<file path="src/hw/rtl/srl_pkg.sv">
// srl_pkg: shared types and constants for the sample ring lookup block
// no dependencies
`timescale 1ns / 1ps
`default_nettype none
package srl_pkg;
  localparam logic [1:0] OP_OFFER = 2'd0;
  localparam logic [1:0] OP_ID_AT_TIME = 2'd1;
  localparam logic [1:0] OP_TIME_OF_ID = 2'd2;
  localparam int unsigned IntervalW = 27;
  localparam logic [9:0] MS_TO_US = 10'd1000;
  localparam logic [IntervalW-1:0] INTERVAL_RESET = 27'd1000;
  localparam logic [0:0] REG_INTERVAL = 1'b0;
endpackage
`default_nettype wire

</file>
<file path="src/hw/rtl/srl_scale.sv">
// srl_scale: iterative floor(span * part / whole), part < whole
// multiplies in four 32x32 steps, then restoring division one bit a cycle; uses srl_pkg
`timescale 1ns / 1ps
`default_nettype none
module srl_scale
  import srl_pkg::*;
(
  input  wire logic        clk_i,
  input  wire logic        rst_ni,
  input  wire logic        start_i,
  input  wire logic [63:0] span_i,
  input  wire logic [63:0] part_i,
  input  wire logic [63:0] whole_i,
  output logic             done_o,
  output logic [63:0]      quo_o
);
  typedef enum logic [1:0] {S_IDLE, S_MUL, S_DIV} state_e;
  state_e state_q;
  logic [63:0] a_q, b_q, w_q, rem_q, lo_q, quo_q;
  logic [127:0] prod_q;
  logic [2:0] mstep_q;
  logic [5:0] bit_q;
  logic [31:0] ma, mb;
  logic [63:0] pp;
  logic [127:0] pp_sh;
  logic [64:0] rem_sh;
  logic sub;

  always_comb begin
    ma = mstep_q[0] ? a_q[63:32] : a_q[31:0];
    mb = mstep_q[1] ? b_q[63:32] : b_q[31:0];
    pp = ma * mb;
    pp_sh = {64'd0, pp} << (7'd32 * ({6'd0, mstep_q[0]} + {6'd0, mstep_q[1]}));
    rem_sh = {rem_q, lo_q[63]};
    sub = rem_sh >= {1'b0, w_q};
  end

  always_ff @(posedge clk_i or negedge rst_ni) begin
    if (!rst_ni) begin
      state_q <= S_IDLE;
      done_o <= 1'b0;
      mstep_q <= '0;
      bit_q <= '0;
    end else begin
      done_o <= state_q == S_DIV && bit_q == 6'd0;
      unique case (state_q)
        S_IDLE: if (start_i) begin
          a_q <= span_i; b_q <= part_i; w_q <= whole_i;
          prod_q <= '0; mstep_q <= '0; state_q <= S_MUL;
        end
        S_MUL: begin
          prod_q <= prod_q + pp_sh;
          mstep_q <= mstep_q + 3'd1;
          if (mstep_q == 3'd3) begin
            state_q <= S_DIV;
            bit_q <= 6'd63;
            quo_q <= '0;
            // dividend high half seeds the remainder, low half is shifted in
            rem_q <= prod_q[127:64] + pp_sh[127:64] +
                     {63'd0, ({1'b0, prod_q[63:0]} + {1'b0, pp_sh[63:0]}) >> 64 != 65'd0};
            lo_q <= prod_q[63:0] + pp_sh[63:0];
          end
        end
        S_DIV: begin
          rem_q <= sub ? 64'(rem_sh - {1'b0, w_q}) : rem_sh[63:0];
          lo_q <= {lo_q[62:0], 1'b0};
          quo_q <= {quo_q[62:0], sub};
          bit_q <= bit_q - 6'd1;
          if (bit_q == 6'd0) state_q <= S_IDLE;
        end
        default: state_q <= S_IDLE;
      endcase
    end
  end
  assign quo_o = quo_q;
endmodule
`default_nettype wire

</file>
<file path="config.mk">
export PLATFORM = sky130hd
export DESIGN_NAME = srl_scale
export DESIGN_NICKNAME = d
export VERILOG_FILES = /design/src/hw/rtl/srl_pkg.sv /design/src/hw/rtl/srl_scale.sv
export SDC_FILE = /design/constraint.sdc
export NUM_CORES = 2
export LEC_CHECK = 0
export ABC_AREA = 1
export BUFFER_PORTS_ARGS = -buffer_cell sky130_fd_sc_hd__buf_2
export CAP_MARGIN = 0
export CORE_MARGIN = 2
export CORE_UTILIZATION = 33
export DETAILED_ROUTE_END_ITERATION = 6
export PLACE_DENSITY_LB_ADDON = 0.25
export SKIP_CTS_REPAIR_TIMING = 1
export SYNTH_ARGS = -nofsm -noshare
export SYNTH_HDL_FRONTEND = slang
export SYNTH_SLANG_ARGS = --single-unit
</file>
<file path="constraint.sdc">
create_clock -name clk_i -period 10.1 [get_ports clk_i]
set_input_delay 2.525 -clock clk_i [delete_from_list [all_inputs] [get_ports clk_i]]
set_output_delay 2.525 -clock clk_i [all_outputs]
set_load 0.01 [all_outputs]
</file>
==> out/metrics.yaml <==
synth.avg_cell_area_um2: 7.81
dpl.cell_count: 13600
worst_clock_skew_ps: 62.6
critPathBufInv: 19
dpl.hpwl_um: 268000
worst_hold_path_type: "flop to flop"
synth_area_um2: 70300
worstHoldEndpoint: "bit_q[4]"
crit_family: "adder cells"
fmax_mhz: 85.4
holdPathStages: 2
finalHoldViolCount: 0
slowest_stage: "fa_2"
syn_inst: 9001
yosys-top-cells-area: "fa_1 (26%), edfxtp_1 (22%), inv_1 (9.5%)"
clk_path_buf_depth: 3
nFillCells: 21400
worstHoldStart: "bit_q[4]"
utilization_pct: 44.5
synth_top_flop_cell: "edfxtp_1"
dr.pass1.iters: 7
die-area_um2: 217000
start_kind: "flop"
cts.clk_slew.worst_paths_ps: 70
start_util_pct: 33.2
wl_per_cell_um: 22.8
synthMostInstantiatedCell: "inv_1"
synth-edff-count: 512
syn_nets: 10600
setup_viol: 196
synth_top_area_share_pct: 25.6
numCtsBuffers: 71
p_leak_uw: 0.0454
ys_warn_count: 0
endpoint_kind: "flop"
io_buffer_count: 259
clock_latency_ps: 760
violations: "design-rule violations, negative setup slack"
grt_pass1_vias: 69900
tightest_slew_ps: 1280
routabilityCongestion: 1.02
antenna_found_initial: 8
r2r_cells: 54
synthDistinctLibCells: 54
die_width_um: 466
finalPower_uw: 8070
cts_root_buffer: "clkbuf_16"
worstSetupPathType: "flop to flop"
period_needed_ps: 11710
outcome: "finished, violations left"
grt_overflow: 0
max-slew-margin-rel_pct: 13.9
max_cap_violations: 0
drt_iter0_markers: 5666
rsz0062_at_grt: "yes"
io_pins: 260
ys_seq_elements: 524
cts_htree_levels: 3
ir_worst_vdd_mv: 0.142
avgViaCountPerCell: 4.96
cts_sinks: 524
worst_r2r_endpoint: "rem_q[56]"
p_per_area_nw_per_um2: 85.4
required_ps: 10560
ys_seq_area_share_pct: 22.3
drt_wl_total_um: 314000
cp_max_fo: 8
max_stage_delay_ps: 640
r2r-start: "mstep_q[1]"
cpMostUsedCell: "fa_1"
grt_use_total_pct: 28.7
grt_pass1_wl_um: 459000
row_count: 169
reg2reg_setup_slack_ps: -1610
syn_to_final_growth_pct: 34.2
drv_slew: 0
drive_above_1_share_pct: 25.7
cts_tree: "done"
via_count: 68400
worstPathArrival_ps: 12170
grt_max_degree: 132
coreArea_um2: 212000
synthTopCellsByCount: "inv_1 (1,773), nand2_1 (1,672), nor2_1 (1,436), fa_1 (900), a21oi_1 (528)"
antenna_left: 0
layout_worst_path_cycle_share_pct: 116
synth-async-reset-ratio_pct: 2.29
nNetsFinal: 12500
final.setup.worst_slack_ps: -1610
die_y_um: 466
stdcell_count: 13800
yosysTopAreaCell: "fa_1"
drc: 91
tightest hold or removal path, delay by kind of cell, from the launching register on:
kind | cells | cell delay (ps)
flops | 1 | 370
simple gates | 2 | 110
final cells by class:
cell class / count / area, um2 / area share, %
Timing Repair Buffer: 2108 / 16700 / 17.7
Antenna cell: 3 / 7.51 / 0.00795
Clock buffer: 83 / 1820 / 1.93
Inverter: 1791 / 6760 / 7.16
Sequential cell: 524 / 15700 / 16.6
Multi-Input combinational cell: 6427 / 49200 / 52.1
Clock inverter: 47 / 742 / 0.786
Tap cell: 2821 / 3530 / 3.74
logic make-up after synthesis:
logic type	count (synthesis)	synth area share [%]
AOI/OAI and AO/OA	1259	9.72
xor gates and xnor gates	153	1.91
adders and majority gates	1358	33.8
buffers and inverters	2050	11.1
DFF	524	22.3
muxes	3	0.0427
and+or+nand+nor	3654	21.2
metal layers:
layer	part of all wire, %	track usage (%)	up-vias
li1	-	-	31900
met1	41	37.1	33400
met2	47	47.6	2524
met3	6.5	3.94	603
met4	5.8	13.2	2
met5	0.0041	0	-
cell usage in the layout, fill, tap and decap left out, types with 35 or more instances in the layout:
cell type	instances
buf_12	103
nand3_1	256
inv_2	42
or2_2	74
edfxtp_1	512
a21o_1	43
fa_1	865
o21ai_2	70
inv_1	1728
nor2_2	45
o21ai_0	366
nor2_1	1375
a21oi_1	447
clkbuf_16	77
xor2_1	48
buf_2	259
ha_1	421
buf_4	1715
nand3b_1	47
nand2_1	1641
fa_2	35
o21bai_1	39
a21oi_2	68
xnor2_1	89
o21ai_1	56
how the worst max path moves through the flow:
stage,to,depth (start not counted),slack (ps),from
2_1_floorplan,rem_q[56],53,-170,mstep_q[1]
3_3_place_gp,rem_q[29],48,-2230,mstep_q[1]
3_5_place_dp,rem_q[44],54,-2180,mstep_q[1]
4_1_cts,rem_q[44],56,-2270,mstep_q[1]
5_1_grt,rem_q[56],57,-1970,mstep_q[1]
6_report,rem_q[56],54,-1610,mstep_q[1]
stage by stage:
stage	setup WS (ps)	hold WS [ps]	instance area [um2]	TNS, ps
CTS	-2270	512	91900	-207630
detailed placement	-2180	497	89300	-200330
global placement	-2230	490	89300	-199610
floorplan	-165	473	71200	-692
finish	-1610	511	94400	-138830
global route	-1970	540	94400	-223280
registers in the layout, indices dropped and copies added, names as in the netlist:
| register | count |
|---|---|
| bit_q | 6 |
| w_q | 64 |
| done_o | 1 |
| quo_o | 64 |
| prod_q | 128 |
| a_q | 64 |
| state_q | 2 |
| b_q | 64 |
| rem_q | 64 |
| mstep_q | 3 |
| lo_q | 64 |
power breakdown:
group / leakage [uW] / switching [uW] / internal [uW] / total, uW
Sequential: 0.00493 / 174 / 2650 / 2820
Clock: 0.00122 / 1210 / 1640 / 2850
Combinational: 0.0392 / 1570 / 821 / 2390
(Power assumes the default switching activity.)
